<file path="config.mk">
export PLATFORM = sky130hd
export DESIGN_NAME = rpn_stack_ram
export DESIGN_NICKNAME = d
export VERILOG_FILES = /design/src/rtl/rpn_pkg.sv /design/src/rtl/rpn_stack_ram.sv
export SDC_FILE = /design/constraint.sdc
export NUM_CORES = 2
export LEC_CHECK = 0
export ABC_AREA = 1
export BUFFER_PORTS_ARGS = -buffer_cell sky130_fd_sc_hd__buf_4
export CELL_PAD_IN_SITES_DETAIL_PLACEMENT = 1
export CELL_PAD_IN_SITES_GLOBAL_PLACEMENT = 2
export CORE_ASPECT_RATIO = 0.75
export CORE_MARGIN = 2
export CORE_UTILIZATION = 44
export CTS_CLUSTER_SIZE = 12
export DETAILED_ROUTE_END_ITERATION = 16
export GPL_TIMING_DRIVEN = 0
export HOLD_SLACK_MARGIN = 0.05
export PLACE_DENSITY_LB_ADDON = 0.1
export SLEW_MARGIN = 20
export SYNTH_ARGS = -nofsm -noshare
export SYNTH_HDL_FRONTEND = slang
export SYNTH_SLANG_ARGS = --single-unit
</file>
<file path="constraint.sdc">
create_clock -name clk -period 6 [get_ports clk]
set_clock_uncertainty 0.1 [all_clocks]
set_input_delay 1.2 -clock clk [delete_from_list [all_inputs] [get_ports clk]]
set_output_delay 1.2 -clock clk [all_outputs]
set_load 0.05 [all_outputs]
</file>
<file path="src/rtl/rpn_pkg.sv">
// Package for the postfix calculator stack: word types, opcodes, status codes
// and sizing constants. No dependencies.
package rpn_pkg;

    localparam int StackDepth = 64;
    localparam int PtrW = $clog2(StackDepth);
    localparam int CntW = $clog2(StackDepth + 1);

    typedef enum logic [2:0] {
        OP_PUSH = 3'd0,
        OP_POP  = 3'd1,
        OP_ADD  = 3'd2,
        OP_SUB  = 3'd3,
        OP_MUL  = 3'd4,
        OP_DIV  = 3'd5
    } opcode_t;

    localparam logic [2:0] ST_OK    = 3'd0;
    localparam logic [2:0] ST_UNDER = 3'd1;
    localparam logic [2:0] ST_DIVZ  = 3'd2;
    localparam logic [2:0] ST_FULL  = 3'd3;
    localparam logic [2:0] ST_SAT   = 3'd4;

    localparam logic signed [31:0] MinusOneQ = 32'shFFFF0000;

    typedef struct packed {
        logic [2:0]         opcode;
        logic signed [31:0] operand;
    } in_word_t;

    typedef struct packed {
        logic signed [31:0] value;
        logic [2:0]         status;
        logic [6:0]         height;
        logic               empty_res;
    } out_word_t;

    typedef struct packed {
        logic               start;
        logic signed [47:0] dividend;
        logic signed [31:0] divisor;
    } div_req_t;

    typedef struct packed {
        logic               done;
        logic signed [48:0] quotient;
    } div_rsp_t;

endpackage

</file>
<file path="src/rtl/rpn_stack_ram.sv">
// Stack storage for the calculator: one write port and one registered read port.
// Depends on rpn_pkg.
module rpn_stack_ram
(
    input  logic                     clk,
    input  logic                     we,
    input  logic [rpn_pkg::PtrW-1:0] waddr,
    input  logic signed [31:0]       wdata,
    input  logic [rpn_pkg::PtrW-1:0] raddr,
    output logic signed [31:0]       rdata
);

    logic signed [31:0] mem [rpn_pkg::StackDepth];

    always_ff @(posedge clk)
    begin
        if (we)
        begin
            mem[waddr] <= wdata;
        end
        rdata <= mem[raddr];
    end

endmodule

</file>
==> Word level (Yosys, flattened, before mapping) <==
Memories as Yosys holds them, arrays and structs flattened. A register that Yosys moved wholly into a read port is not among the register bits.
Cells that the tools add are included.
{ "totals": {"register_bits": 0, "ramBits": 2048, "in_bits": 46, "output_inout_bits": 32, "word_cells": 3, "mem_count": 1} }
{ "mem_list": {"columns": ["memory", "words", "word_bits", "rd", "rd_ports_with_merged_regs", "wr", "line", "rtl"], "rows": [
  ["mem", 64, 32, 1, 1, 1, "rpn_stack_ram.sv:13", "logic signed [31:0] mem [rpn_pkg::StackDepth];"]
]} }
{ "classes": {"muxes": 2} }
{ "ops": {"columns": ["operator", "count"], "rows": [
  ["2-to-1 mux 1 bit", 2]
]} }

==> Depth between registers and ports, before layout <==
{ "logic_depth": {"ltp_word": 2, "ltp_mapped": 13, "depth_no_buf": 9} }

==> Worst setup path after synthesis <==
No wires, ideal clock.
{ "synth_path": {"path_type": "in2reg", "from": "in we", "to": "mem mem[48][0] (enable)", "setup_time_ns": 0.502, "t_arrival_ns": 4.828, "t_required_ns": 5.398, "slack_ns": 0.570, "stages": 3, "path_buffers": 1, "path_cell_list": "clkbuf_1 nand4_1 nor4_1"} }
{ "synth_between": {"elab_chain_cells": 2} }
{ "synth_rtl": {"columns": ["item", "line", "rtl"], "rows": [
  ["start: declaration", "rpn_stack_ram.sv:6", "input logic we,"],
  ["2-to-1 mux 1 bit", "rpn_stack_ram.sv:17", "if (we)"],
  ["2-to-1 mux 1 bit (implied by the code)", "rpn_stack_ram.sv:19", "mem[waddr] <= wdata;"],
  ["end: declaration", "rpn_stack_ram.sv:13", null]
]} }
Every way passes these cells.

==> run_results.csv <==
group,metric,value,unit
clocking,cts.sinks,2080,
clocking,htree_num_levels,4,
grt,antenna_found_initial,33,
worst_setup_path,arrival,4.90,ns
route,drtIter0Drc,9582,
grt,grt_use_total,37.1,%
timing,rsz0062_at_grt,"no",
yosys,synth_most_common_cell,"nand2_1",
place,place_congestion,0.977,
clocking,cts.clk_slew.worst_paths,0.06,ns
floorplanning,die_y,380,um
clocking,clock_latency,0.86,ns
grt,grt_max_degree,65,
route,drt_drc_violations_left,0,
power_and_ir_drop,power_leakage,0.0343,uW
worst_setup_path,endpoint_kind,"register",
floorplanning,die_w,505,um
timing,hold_violations,0,
worst_setup_path,cp-start-kind,"input pin",
grt,grtUsageMet1,53.7,%
power_and_ir_drop,cellPowerDensity,323,nW/um^2
worst_setup_path,reg2reg_slack,3.66,ns
yosys,synth_edf_count,2048,
clocking,cts_hold_buf,0,
yosys,syn_avg_cell_area,12.2,um^2
worst_setup_path,cpLargestDelayFamily,"buffers and inverters",
yosys,syn_area,82700,um^2
route,drtPass1Iterations,6,
yosys,synth_top_area_share,74.3,%
power_and_ir_drop,peakVddDrop,0.000348,V
timing,setup_viol,0,
grt,use_met3,8.47,%
worst_setup_path,crit_buf_inv,3,
worst_setup_path,cp_cell_sequence,"buf_2, clkbuf_1, buf_1, nand3_1, nand3_1, nand3_1, nand2_1, nand2_1, nand2_1",
yosys,syn_inst,6769,
yosys,ys.flop_type,"edfxtp_1",
clocking,cts_max_path_buffers,3,
yosys,ys_seq_elements,2080,
floorplanning,design.core.area,186000,um^2
route,drtAntennaViolNets,0,
timing,period_share,70.6,%
outcome,status,"completed",
hold_path,hp-class,"in -> reg",
floorplanning,rows,137,
yosys,synthTopCellsByArea,"edfxtp_1 (74%), nand3_1 (12%), nand2_1 (10%), buf_2 (1.7%), dfxtp_1 (0.77%)",
yosys,synth.distinct_cells,16,
route,via_count,61700,
finish,area_growth,16.4,%
grt,grt_pass1_wl,488000,um
yosys,yosys.area.top_type,"edfxtp_1",
clocking,cts_resized,0,
clocking,cts_setup_buffers,0,
route,vias_per_cell,6.23,
floorplanning,start_util,44.4,%
floorplanning,dieArea,192000,um^2
grt,grt_pass1_vias,58700,
yosys,async_flop_share,0,%
worst_setup_path,worst-path-max-fanout,10,
timing,fmax,0.236,GHz
finish,drive_gt1_share,12.5,%
timing,holdWs,0.731,ns
job,max_cap_viol_count,0,
timing,relSlewSlack,15.8,%
grt,busiest_layer,"met2",
grt,met2_usage,54.0,%
clocking,cts_tree,"yes",
hold_path,worstHoldPathCells,1,
worst_setup_path,r2r_cells,8,
timing,period_minus_slack,4.24,ns
place,dp_hpwl,249000,um
finish,fillers,19100,
timing,slew_violations,0,
worst_setup_path,crit_required,6.67,ns
floorplanning,io_pins,78,
worst_setup_path,timing.rr.start,"mem[49][22]$_DFFE_PP_",
place,port_buffers,69,
yosys,synthTopCellsByCount,"nand2_1 (2,248), edfxtp_1 (2,048), nand3_1 (1,907)",
worst_setup_path,path_class,"in -> reg",
clocking,cts_root_buf,"clkbuf_16",
hold_path,min_to,"mem[51][15]$_DFFE_PP_",
yosys,yosysSeqAreaShare,75.1,%
route,routed_wl,361000,um
place,pre_cts_ws,1.30,ns
clocking,cts_buffers,208,
worst_setup_path,slowest_stage,"clkbuf_1",
finish,finalNetCount,7291,
timing,worst_pin_slew,1.26,ns
yosys,ys_warn_count,0,
route,wl_per_cell,36.4,um
hold_path,hold_start,"wdata[15]",
worst_setup_path,reg2reg_to,"rdata[22]$_DFF_P_",
worst_setup_path,slowest_delay,0.92,ns
yosys,syn_nets,6815,
timing,fin_ws,1.76,ns
grt,grt_overflow_total,0,
## final cells by class
cell class	instances	area (um^2)	share of cell area [%]
flip-flops and latches	2080	62100	64.5
plain buffers	449	2270	2.35
multi-input cells	4228	18800	19.5
inverters	12	47.5	0.0493
clock inverters	63	472	0.490
well taps	2502	3130	3.25
repair buffers	266	3820	3.97
diodes	20	50.0	0.0519
clock buffers	293	5650	5.86
## where the power goes
part / switching [uW] / internal [uW] / leakage [uW] / total [uW]
registers: 31.6 / 16100 / 0.0187 / 16100
logic: 2080 / 507 / 0.0127 / 2590
clock network: 5710 / 6680 / 0.00297 / 12400
total: 7820 / 23300 / 0.0343 / 31100
## registers in the layout, summed over array words and instances (netlist names)
register / flops
rdata: 32
mem: 2048
## placed cells by master (no fill, tap or decap), drive strengths merged
cell / netlist / final
clkinv: 0 / 49
nand2: 2248 / 2248
edfxtp: 2048 / 2048
nand3: 1907 / 1907
bufinv: 0 / 4
buf: 372 / 638
clkbuf: 77 / 370
nor4: 8 / 8
dfxtp: 32 / 32
nor2: 56 / 56
inv: 12 / 22
nand4: 9 / 9
diode: 0 / 20
## cells by family after synthesis
family	count (synthesis)	share of synthesized area (%)
and+or+nand+nor	4228	22.1
DFF	2080	75.1
buffers and inverters	461	2.78
## worst reg2reg max path: stages, from the launching register on
cell,delay (ns)
edfxtp_1,0.36
nand2_1,0.08
nand3_1,0.08
nand3_1,0.14
nand3_1,0.25
nand3_1,0.47
nand2_1,0.17
nand2_1,0.42
nand2_1,0.13
## through the flow
step                 TNS, ns  power (uW)  cells  utilization (%)  cell area [um^2]
detailed placement         0       18900   9536             48.4             90100
CTS                        0       31000   9892             51.7             96300
global placement    -2408.85       18800   9340             46.4             86400
finish                     0       31100   9913             51.7             96300
global route               0       31700   9901             51.7             96300
floorplan                  0       17500   6769                -             82700
## how the worst max path moves through the flow
stage,start,endpoint,cells after the start
2_1_floorplan,we,mem[48][0]$_DFFE_PP_,3
3_3_place_gp,we,mem[51][24]$_DFFE_PP_,3
3_5_place_dp,raddr[2],rdata[19]$_DFF_P_,9
4_1_cts,we,mem[51][16]$_DFFE_PP_,8
5_1_grt,raddr[2],rdata[19]$_DFF_P_,9
6_report,raddr[2],rdata[19]$_DFF_P_,9
## layer usage
metal / routed length (um) / share of wire [%] / vias up
met1: 146000 / 40 / 31800
met3: 42200 / 12 / 727
met2: 155000 / 43 / 4034
met4: 17600 / 4.9 / 6
li1: - / - / 25100
met5: 43 / 0.012 / -
No activity file was read; power rests on OpenSTA's default activity.
