`src/rtl/rpn_pkg.sv`:
```
// Package for the postfix calculator stack: word types, opcodes, status codes
// and sizing constants. No dependencies.
package rpn_pkg;

    localparam int StackDepth = 64;
    localparam int PtrW = $clog2(StackDepth);
    localparam int CntW = $clog2(StackDepth + 1);

    typedef enum logic [2:0] {
        OP_PUSH = 3'd0,
        OP_POP  = 3'd1,
        OP_ADD  = 3'd2,
        OP_SUB  = 3'd3,
        OP_MUL  = 3'd4,
        OP_DIV  = 3'd5
    } opcode_t;

    localparam logic [2:0] ST_OK    = 3'd0;
    localparam logic [2:0] ST_UNDER = 3'd1;
    localparam logic [2:0] ST_DIVZ  = 3'd2;
    localparam logic [2:0] ST_FULL  = 3'd3;
    localparam logic [2:0] ST_SAT   = 3'd4;

    localparam logic signed [31:0] MinusOneQ = 32'shFFFF0000;

    typedef struct packed {
        logic [2:0]         opcode;
        logic signed [31:0] operand;
    } in_word_t;

    typedef struct packed {
        logic signed [31:0] value;
        logic [2:0]         status;
        logic [6:0]         height;
        logic               empty_res;
    } out_word_t;

    typedef struct packed {
        logic               start;
        logic signed [47:0] dividend;
        logic signed [31:0] divisor;
    } div_req_t;

    typedef struct packed {
        logic               done;
        logic signed [48:0] quotient;
    } div_rsp_t;

endpackage

```
`src/rtl/rpn_divider.sv`:
```
// Radix-2 restoring divider for the calculator: signed 48 by 32 bits,
// quotient truncated toward zero. Depends on rpn_pkg.
module rpn_divider
(
    input  logic             clk,
    input  logic             rst_n,
    input  rpn_pkg::div_req_t req,
    output rpn_pkg::div_rsp_t rsp
);

    logic [47:0] num_reg, num_next;
    logic [31:0] den_reg, den_next;
    logic [32:0] rem_reg, rem_next;
    logic        neg_reg, neg_next;
    logic [5:0]  cnt_reg, cnt_next;
    logic        busy_reg, busy_next;
    logic        done_reg, done_next;
    logic [33:0] trial;
    logic [48:0] q_mag;

    assign trial = {rem_reg, num_reg[47]} - {2'b00, den_reg};
    assign q_mag = {1'b0, num_reg};

    always_comb
    begin
        num_next  = num_reg;
        den_next  = den_reg;
        rem_next  = rem_reg;
        neg_next  = neg_reg;
        cnt_next  = cnt_reg;
        busy_next = busy_reg;
        done_next = 1'b0;
        if (req.start)
        begin
            num_next  = req.dividend[47] ? 48'(-req.dividend) : 48'(req.dividend);
            den_next  = req.divisor[31] ? 32'(-req.divisor) : 32'(req.divisor);
            neg_next  = req.dividend[47] ^ req.divisor[31];
            rem_next  = '0;
            cnt_next  = 6'd48;
            busy_next = 1'b1;
        end
        else if (busy_reg)
        begin
            // Shift in one dividend bit; quotient bits fill num from the bottom.
            if (!trial[33])
            begin
                rem_next = trial[32:0];
                num_next = {num_reg[46:0], 1'b1};
            end
            else
            begin
                rem_next = {rem_reg[31:0], num_reg[47]};
                num_next = {num_reg[46:0], 1'b0};
            end
            cnt_next = cnt_reg - 6'd1;
            if (cnt_reg == 6'd1)
            begin
                busy_next = 1'b0;
                done_next = 1'b1;
            end
        end
    end

    always_ff @(posedge clk or negedge rst_n)
    begin
        if (!rst_n)
        begin
            busy_reg <= 1'b0;
            done_reg <= 1'b0;
            cnt_reg  <= '0;
        end
        else
        begin
            busy_reg <= busy_next;
            done_reg <= done_next;
            cnt_reg  <= cnt_next;
        end
    end

    always_ff @(posedge clk)
    begin
        num_reg <= num_next;
        den_reg <= den_next;
        rem_reg <= rem_next;
        neg_reg <= neg_next;
    end

    assign rsp.done     = done_reg;
    assign rsp.quotient = neg_reg ? -q_mag : q_mag;

endmodule

```
`config.mk`:
```
export PLATFORM = sky130hd
export DESIGN_NAME = rpn_divider
export DESIGN_NICKNAME = d
export VERILOG_FILES = /design/src/rtl/rpn_pkg.sv /design/src/rtl/rpn_divider.sv
export SDC_FILE = /design/constraint.sdc
export NUM_CORES = 1
export LEC_CHECK = 0
export BUFFER_PORTS_ARGS = -buffer_cell sky130_fd_sc_hd__buf_2
export CAP_MARGIN = 10
export CORE_AREA = 2 2 125 176
export DETAILED_ROUTE_END_ITERATION = 7
export DIE_AREA = 0 0 127 178
export HOLD_SLACK_MARGIN = 0.1
export PLACE_DENSITY = 0.66
export RECOVER_POWER = 100
export REMOVE_ABC_BUFFERS = 1
export SYNTH_ARGS = -nofsm -noshare
export SYNTH_HDL_FRONTEND = slang
export SYNTH_SLANG_ARGS = --single-unit
```
`constraint.sdc`:
```
create_clock -name clk -period 3.5 [get_ports clk]
set_clock_uncertainty 0.2 [all_clocks]
set_input_delay 0.35 -clock clk [delete_from_list [all_inputs] [get_ports clk]]
set_output_delay 0.35 -clock clk [all_outputs]
set_load 0.05 [all_outputs]
```
== Word-level counts from Yosys, hierarchy flattened ==
Index checks and enable logic that the tools add are counted.
Storage, ports and cells
  flip-flop bits (word level): 122
  output and inout port bits: 50
  memories kept: 0
  bits of input ports: 83
  memory bits (writable): 0
  latch bits: 0
  logic and storage cells: 31
  memory bits (read-only): 0
Cells by class
  $add $sub $neg: 5
  reductions and logical operators: 1
  bitwise gates (word level): 1
  shift-type cells: 0
  order comparisons: 0
  equal/unequal tests: 1
  divide/modulo/power cells: 0
  multipliers: 0
  mux-type cells: 15
Operator list (count)
  $mux W48: 3
  $mux W49: 1
  $neg A48 Y49: 1
  $neg A48 Y48: 1
  $sub A34 B32 Y34: 1
  $mux W33: 1
  $neg A32 Y32: 1
  $mux W31: 1
  $mux W6: 2
  $mux W1: 7
  $eq A6 B1 Y1 const B: 1
  $sub A6 B1 Y6 const B: 1
  $reduce_bool A2 Y1: 1
  $xor A1 B1 Y1: 1

== Longest topological paths before layout ==
Gate-level depths: netlist of the first run.
  word-level depth: 4
  mapped depth: 13

== Worst setup path after synthesis of the first run ==
No wires, ideal clock.
  path kind: register to output
  start: register num_reg[5]
  end: output port rsp[47] in the netlist's numbering
  arrival time: 3.198 ns
  path buffers: 0
  cell stages (with the launch flop): 10
  path slack: -0.248 ns
  path through: edfxtp_1 or4_4 nor4_2 nand3b_1 or2_2 nand2b_1 or2_2 nand2b_4 o41ai_1 xnor2_1
RTL lines
  start: declaration: line rpn_divider.sv:11  | logic [47:0] num_reg, num_next;
  start signal: assignment: line rpn_divider.sv:82  | num_reg <= num_next;
  end: declaration: line rpn_divider.sv:8  | output rpn_pkg::div_rsp_t rsp

==> results of run 1 <==
-- cell families after synthesis --
| group | share of synthesized area (%) |
|---|---|
| DFF | 35.3 |
| AOI/OAI and AO/OA | 20.2 |
| adders and majority gates | 5.17 |
| buffers and inverters | 4.10 |
| and+or+nand+nor | 17.9 |
| muxes | 2.55 |
| xor gates and xnor gates | 14.7 |
-- cell type report --
cell class / instances / area, sq um
flip-flops and latches: 122 / 3290
inverters: 48 / 180
clock inverters: 9 / 76.3
clock buffers: 23 / 458
repair buffers: 260 / 1840
fillers: 1876 / 8730
multi-input cells: 843 / 6070
well taps: 260 / 325
-- how the worst max path moves through the flow --
stage | to | slack [ns] | cells after the start
floorplan | rem_reg[30] | -0.65 | 11
global placement | rsp[37] | -0.22 | 11
detailed placement | rsp[37] | -0.31 | 11
CTS | rsp[37] | -0.41 | 11
global route | rsp[37] | -0.47 | 11
finish | rsp[37] | -0.34 | 11
-- power breakdown --
group / total, W / internal (W) / switching, W
combinational: 0.00408 / 0.00175 / 0.00233
sequential: 0.00210 / 0.00184 / 0.000253
clock: 0.00162 / 0.000987 / 0.000632
total: 0.00780 / 0.00458 / 0.00322
-- worst register-to-register path, cell delays in order (launching register included) --
cell and delay, ns:
edfxtp_1 0.34, inv_1 0.05, ha_1 0.28, nor2b_4 0.18
o2111ai_4 0.16, a2111oi_4 0.37, or2_2 0.19, a211oi_1 0.07
clkbuf_4 0.15, o31a_1 0.38, xnor2_2 0.45, clkbuf_16 0.27
mux2i_1 0.21, a211oi_1 0.09
-- cell usage after synthesis, types with 9 or more instances --
cell | number | area [sq um]
xor2_1 | 45 | 394
nor3_1 | 20 | 100
nor4_1 | 10 | 62.6
nand3_1 | 11 | 55.1
nand2b_1 | 12 | 75.1
a211oi_1 | 11 | 82.6
edfxtp_1 | 81 | 2430
o41ai_1 | 22 | 193
inv_1 | 48 | 180
or4_1 | 19 | 143
a311oi_1 | 16 | 140
a21o_1 | 19 | 143
clkbuf_1 | 44 | 165
dfxtp_1 | 33 | 661
mux2_2 | 14 | 158
o21ai_0 | 64 | 320
or3_1 | 14 | 87.6
xnor2_1 | 110 | 963
or2_2 | 9 | 56.3
a21oi_1 | 73 | 365
ha_1 | 37 | 463
o31ai_1 | 35 | 263
nor2_1 | 99 | 372
nand2_1 | 114 | 428
-- per-layer routing --
metal  wire length [microns]  up-vias
met1                   10200     4210
met4                     718        0
met3                     991       52
li1                        -     4326
met5                       0        -
met2                   14900      193
-- metrics by stage --
| stage | std cells | total power [W] |
|---|---|---|
| finish | 1565 | 0.00780 |
| global route | 1565 | 0.00825 |
| CTS | 1551 | 0.00735 |
| detailed placement | 1491 | 0.00560 |
| global placement | 1491 | 0.00557 |
| floorplan | 1013 | 0.00449 |
-- repair_timing --
item	4_1_cts	5_1_grt
setup buffers	3	12
gates resized for setup	68	59
gates cloned	0	3
hold buffers	25	0
pin swaps	15	21
endpoints found under the hold margin	32	0
setup endpoints to repair	29	67
==> metrics.cfg, run 1 <==
[status]
status = complete, but fails checks
violations = max-capacitance violations, max-slew violations, negative setup slack

[global_route]
antenna_found_initial = 0
gr-usage-met3_pct = 3.57
use_met1_pct = 24.9
grt_max_degree = 120
use_met2_pct = 44.8
globalRouteTotalUtil_pct = 23.2
grt_first_pass_wirelength_microns = 42000
grt_busiest_layer = met2
gr-total-overflow = 0
grt_pass1_vias = 8711

[sta]
rsz0062_at_grt = true
slew_headroom_pct = -13.4
fin_ws_ns = -0.344
hold_ws_ns = 0.0881
finalCriticalPeriod_ns = 3.84
fmax_mhz = 260
setup_violations = 27
tns_ns = -4.74
hold_violations = 0
slew_viol_final = 32
period_share_pct = 110
worstMarginPinSlew_ns = 1.70

[critical_path]
rr_endpoint = rem_reg[4]
worstPathArrival_ns = 3.29
crit_fanout = 6
r2r_cells = 13
critical_path_class = register to output pin
cp.required_ns = 2.95
cp_top_family = simple AND/OR/NAND/NOR gates
cp_num_buf_inv = 2
max_stage_delay_ns = 0.57
setup.worst_path.start_class = register
cpMaxStageDelayCell = or4_4
crit_start = num_reg[4]
crit_chain = or4_4 > nor4_4 > nand3b_1 > or2_4 > nand2b_4 > or2_4 > nand2b_4 > buf_8 > o31ai_4 > xnor2_1 > buf_4
worstSetupEndpointType = output pin
reg2reg_slack_ns = -0.08
r2r_start = den_reg[1]

[floorplan]
die_w_microns = 127
design.core.area_sq_mm = 0.0210
dieArea_sq_mm = 0.0226
fp.dieH_microns = 178
num_rows = 63
start_util_pct = 44.5
io_pins = 133

[finish]
final_common_cell = nand2_1
insertedDiodeCount = 0
layout.nets = 1413
final_cell_mix = nand2_1 (111), buf_4 (108), xnor2_1 (105)
largest_reg_flops = 48
final_util_pct = 58.4
final_area_sq_mm = 0.0122
drive_gt1_share_pct = 25.4
areaGrowthSynthToFinish_pct = 31.1

[power_and_ir_drop]
vdd_drop_max_uv = 394
p_per_area_mw_per_mm2 = 637
p_leak_nw = 4.94

[synth]
synth_cell_types = 68
syn-cell-area_sq_mm = 0.00934
syn_inst = 1064
synth-edff-count = 81
avgSynthCellArea_sq_um = 8.77
synth_warnings = 0
ys.flop_type = edfxtp_1
synthArstFlopShare_pct = 6.56
synth-seq-cells = 122
seq_area_frac_synth_pct = 35.3

[detailed_routing]
totalWireLength_microns = 26800
drc = 0
wire_per_inst_microns = 17.1
viasPerCell = 5.61
firstDrtPassIters = 4
drtAntennaViolNets = 0
vias = 8781
drt-initial-drc-count = 404

[worst_hold_path]
hold_end = den_reg[6]
hold_path_class = input port to register
holdPathStages = 2
hold_start = req[6]

[placed_design]
gp_congestion = 0.914
detailedPlacementHpwl_microns = 19200
pre_cts_ws_ns = -0.312
place_area_sq_mm = 0.0108
port_buffers = 132

[clock_network]
clkTransAtPathRegs_ns = 0.05
cts_tree = yes
cts_buffers = 17
cts-root-buf = clkbuf_16
cts.sinks = 122
cts_max_path_buffers = 2
clock_latency_ns = 0.42
htreeDepth = 4

[run]
cap_violations = 1

Note: power is estimated with default switching activity, not from simulation.
==> inputs of run 2 (changes only) <==
--- a/config.mk
+++ b/config.mk
@@ -14,6 +14,7 @@
 export PLACE_DENSITY = 0.66
 export RECOVER_POWER = 100
 export REMOVE_ABC_BUFFERS = 1
+export SETUP_SLACK_MARGIN = 0.2
 export SYNTH_ARGS = -nofsm -noshare
 export SYNTH_HDL_FRONTEND = slang
 export SYNTH_SLANG_ARGS = --single-unit
==> metrics.cfg, run 2 (same netlist as run 1, synthesis figures left out) <==
[finish]
final_area_sq_mm = 0.0131
drive_gt1_share_pct = 33.2
final_common_cell = buf_4
insertedDiodeCount = 0
nFillCells = 1739
final_cell_mix = buf_4 (106), xnor2_1 (100), nor2_1 (96)
largest_reg_flops = 48
areaGrowthSynthToFinish_pct = 39.9
layout.nets = 1425
stdcell_count = 1577

[placed_design]
gp_congestion = 0.914
place_area_sq_mm = 0.0108
detailedPlacementHpwl_microns = 19200
port_buffers = 132
placed_cells_incl_taps = 1491

[sta]
rsz0062_at_grt = true
worstMarginPinSlew_ns = 1.91
hold_violations = 0
slew_viol_final = 185
finalCriticalPeriod_ns = 3.86
tns_ns = -7.25
setup_violations = 43
hold_ws_ns = 0.0899
fmax_mhz = 259
period_share_pct = 110
slew_headroom_pct = -27.1
fin_ws_ns = -0.360

[detailed_routing]
vias = 9024
drc = 0
totalWireLength_microns = 28500
firstDrtPassIters = 5
wire_per_inst_microns = 18.1
viasPerCell = 5.72
drt-initial-drc-count = 496
drtAntennaViolNets = 0

[global_route]
antenna_found_initial = 0
grt_pass1_vias = 9078
globalRouteTotalUtil_pct = 24.8
gr-total-overflow = 0
grt_max_degree = 120
grt_first_pass_wirelength_microns = 44600

[floorplan]
start_util_pct = 44.5
die_w_microns = 127
design.core.area_sq_mm = 0.0210
num_rows = 63
io_pins = 133
dieArea_sq_mm = 0.0226
fp.dieH_microns = 178

[critical_path]
worstSetupEndpointType = output pin
crit_fanout = 6
cpMaxStageDelayCell = or4_4
r2r_start = den_reg[1]
setup.worst_path.start_class = register
critical_path_class = register to output pin
reg2reg_slack_ns = -0.06
worstPathArrival_ns = 3.31
crit_start = num_reg[13]
cp.required_ns = 2.95
crit_chain = or4_4 > nor3_4 > nand3_2 > or2_4 > nand2b_4 > or2_4 > nand2b_4 > buf_8 > o31ai_4 > xnor2_1 > buf_4
max_stage_delay_ns = 0.57

[clock_network]
clock_latency_ns = 0.42
cts.sinks = 122
cts_buffers = 17
htreeDepth = 4
clkTransAtPathRegs_ns = 0.05
cts_tree = yes
cts_max_path_buffers = 2
cts-root-buf = clkbuf_16

[power_and_ir_drop]
vdd_drop_max_uv = 410
p_leak_nw = 5.32
p_per_area_mw_per_mm2 = 689
finalPower_w = 0.00900

[status]
status = complete, but fails checks
violations = max-capacitance violations, max-slew violations, negative setup slack

[run]
cap_violations = 4

[worst_hold_path]
hold_start = req[6]
hold_path_class = input port to register

run 2: cell count changes in the layout (fill, tap and decap cells not counted), moves of 5 or more:
cell      change
nand2_1      -41
nand2_2      +21
nand2_4      +20
a311oi_1     -12
a311oi_2     +12
o21ai_0       -9
buf_6         +8
buf_16        +7
a21oi_1       -6
clkbuf_1      -6
o21ai_2       +6
a21oi_2       +5
xnor2_1       -5
run 2: where the power goes:
group	switching, W	total [W]	internal (W)	leakage, nW
Combinational	0.00285	0.00524	0.00239	3.88
Clock	0.000642	0.00163	0.000986	0.264
Sequential	0.000291	0.00213	0.00184	1.18
run 2: metrics by stage:
stage          worst slack (ns)  util (%)
2_1_floorplan            -0.653         -
3_3_place_gp             -0.224      51.6
3_5_place_dp             -0.312      51.6
4_1_cts                  -0.407      60.2
5_1_grt                  -0.498      62.3
6_report                 -0.360      62.3
run 2: path summary, 6_finish.rpt:
| kind | cells past startpoint | endpoint |
|---|---|---|
| setup / recovery | 11 | rsp[37] |
| hold / removal | 2 | den_reg[6] |
| hold reg to reg | 2 | rem_reg[19] |
| max in group asynchronous | 3 | cnt_reg[2] |
| setup reg to reg | 16 | rem_reg[4] |
| min in group asynchronous | 3 | cnt_reg[1] |
run 2: worst max-delay path: cells and delay by family, from the launching register on:
family                    cells  cell delay [ns]
AOI/OAI and AO/OA             1             0.19
xor gates and xnor gates      1             0.15
and+or+nand+nor               7             1.77
buffers and inverters         2             0.40
DFF                           1             0.38
run 2: area by class of cell:
type                       count  area, sq um  share of cell area [%]
multi-input combinational    843         6610                    50.6
sequential                   122         3290                    25.2
timing repair buffer         272         2120                    16.2
clock buffer                  23          458                    3.51
tap                          260          325                    2.49
inverter                      48          180                    1.38
clock inverter                 9         76.3                   0.584
run 2: what timing repair did:
action,4_1_cts,5_1_grt
pin swaps,61,52
gates cloned,7,0
endpoints found under the hold margin,32,0
setup buffers,13,9
endpoints found under the setup margin,66,81
hold buffers,25,0
gates resized for setup,177,110
run 2: per-layer routing:
metal  global-route usage [%]  vias to the layer above  part of all wire, %
li1                         -                     4364                    -
met1                     26.1                     4352                   37
met2                     47.6                      238                   56
met3                     4.05                       70                  3.8
met4                     12.0                        0                  3.4
met5                        0                        -                    0
==> inputs of run 3 (changes only) <==
--- a/config.mk
+++ b/config.mk
@@ -18,3 +18,4 @@
 export SYNTH_ARGS = -nofsm -noshare
 export SYNTH_HDL_FRONTEND = slang
 export SYNTH_SLANG_ARGS = --single-unit
+export TNS_END_PERCENT = 5
==> metrics.cfg, run 3 (same netlist as run 1, synthesis figures left out) <==
[status]
status = complete, but fails checks
violations = max-capacitance violations, max-slew violations, negative setup slack

[power_and_ir_drop]
power.internal_w = 0.00432
vdd_drop_max_uv = 392
power.share.clock_pct = 22.0
p_leak_nw = 4.84
p_per_area_mw_per_mm2 = 617
switching_share_pct = 41.5
combinationalPowerShare_pct = 49.8
p_sw_w = 0.00306
sequentialPowerShare_pct = 28.2

[finish]
areaGrowthSynthToFinish_pct = 27.9
drive_gt1_share_pct = 24.8
final_util_pct = 57.0
final_area_sq_mm = 0.0119
largest_reg_flops = 48
nFillCells = 1914
final_cell_mix = nand2_1 (112), xnor2_1 (108), buf_2 (103)
insertedDiodeCount = 0
final_common_cell = nand2_1
layout.nets = 1400

[critical_path]
max_stage_delay_ns = 0.57
crit_fanout = 6
worstPathArrival_ns = 3.29
critical_path_class = register to output pin
cpMaxStageDelayCell = or4_4
cp.required_ns = 2.95
crit_chain = or4_4 > nor4_4 > nand3b_1 > or2_4 > nand2b_4 > or2_4 > nand2b_4 > buf_8 > o31ai_4 > xnor2_1 > buf_4
setup.worst_path.start_class = register
crit_start = num_reg[4]
r2r_start = num_reg[47]
worstSetupEndpointType = output pin

[sta]
finalCriticalPeriod_ns = 3.84
period_share_pct = 110
worstMarginPinSlew_ns = 1.67
hold_violations = 0
fmax_mhz = 260
slew_headroom_pct = -11.0
rsz0062_at_grt = true
setup_violations = 19
fin_ws_ns = -0.344
hold_ws_ns = 0.0880
slew_viol_final = 66

[global_route]
grt_first_pass_wirelength_microns = 42000
gr-total-overflow = 0
antenna_found_initial = 0
globalRouteTotalUtil_pct = 23.2
grt_pass1_vias = 8689
grt_max_degree = 120

[clock_network]
clock_latency_ns = 0.42
cts_tree = yes
htreeDepth = 4
cts-root-buf = clkbuf_16
cts_buffers = 17
cts.sinks = 122
clkTransAtPathRegs_ns = 0.05
cts_max_path_buffers = 2

[detailed_routing]
drt-initial-drc-count = 440
viasPerCell = 5.61
drc = 0
firstDrtPassIters = 5
totalWireLength_microns = 26000
vias = 8700
wire_per_inst_microns = 16.7
drtAntennaViolNets = 0

[floorplan]
start_util_pct = 44.5
fp.dieH_microns = 178
dieArea_sq_mm = 0.0226
die_w_microns = 127
num_rows = 63
design.core.area_sq_mm = 0.0210
io_pins = 133

[worst_hold_path]
hold_path_class = input port to register
hold_start = req[6]

[run]
cap_violations = 2

[placed_design]
port_buffers = 132
detailedPlacementHpwl_microns = 19200
gp_congestion = 0.914
place_area_sq_mm = 0.0108

run 3: final cells by class:
| cell class | instances | area, sq um | area share [%] |
|---|---|---|---|
| Multi-Input combinational cell | 843 | 5920 | 49.6 |
| Sequential cell | 122 | 3290 | 27.6 |
| Timing Repair Buffer | 247 | 1690 | 14.1 |
| Clock buffer | 23 | 458 | 3.83 |
| Clock inverter | 9 | 76.3 | 0.639 |
| Inverter | 48 | 180 | 1.51 |
| Tap cell | 260 | 325 | 2.72 |
run 3: per-stage QoR:
step / worst slack [ns] / instances / TNS (ns) / total power [W]
finish: -0.344 / 1552 / -4.59 / 0.00737
global route: -0.484 / 1552 / -10.53 / 0.00783
CTS: -0.408 / 1550 / -6.97 / 0.00733
detailed placement: -0.312 / 1491 / -2.25 / 0.00560
global placement: -0.224 / 1491 / -1.47 / 0.00557
floorplan: -0.653 / 1013 / -17.55 / 0.00449
run 3: critical path: cells and delay by family, from the launching register on:
family | cells | cell delay, ns
xor+xnor | 1 | 0.15
buf+inv | 2 | 0.40
flops | 1 | 0.38
simple gates | 7 | 1.75
compound gates | 1 | 0.20
run 3: worst paths after layout:
kind	slack, ns	cells past startpoint	end
setup / recovery	-0.34	11	rsp[37]
hold / removal	0.09	2	den_reg[6]
hold reg to reg	0.28	2	rem_reg[19]
setup reg to reg	0.11	15	rem_reg[20]
min in group asynchronous	0.69	3	cnt_reg[1]
max in group asynchronous	2.14	3	cnt_reg[2]
run 3: per-layer routing:
| metal | vias up | wire length, microns | track usage (%) |
|---|---|---|---|
| li1 | 4299 | - | - |
| met1 | 4159 | 10000 | 24.8 |
| met2 | 188 | 14300 | 44.8 |
| met3 | 54 | 801 | 3.57 |
| met4 | 0 | 767 | 9.39 |
| met5 | - | 0 | 0 |
run 3: what timing repair did:
item,in CTS,in global routing
resized for setup,56,34
pin swaps,12,12
hold buffers,25,0
setup endpoints to repair,66,81
setup buffers,2,2
hold endpoints to repair,32,0
run 3: power by group through the flow:
| stage | logic (W) | registers (W) | clock network [W] |
|---|---|---|---|
| final | 0.00367 | 0.00208 | 0.00162 |
| after global routing | 0.00400 | 0.00212 | 0.00171 |
| after global placement | 0.00349 | 0.00208 | 0 |
| after CTS | 0.00361 | 0.00207 | 0.00165 |
| after detailed placement | 0.00352 | 0.00208 | 0 |
| after floorplan | 0.00242 | 0.00207 | 0 |
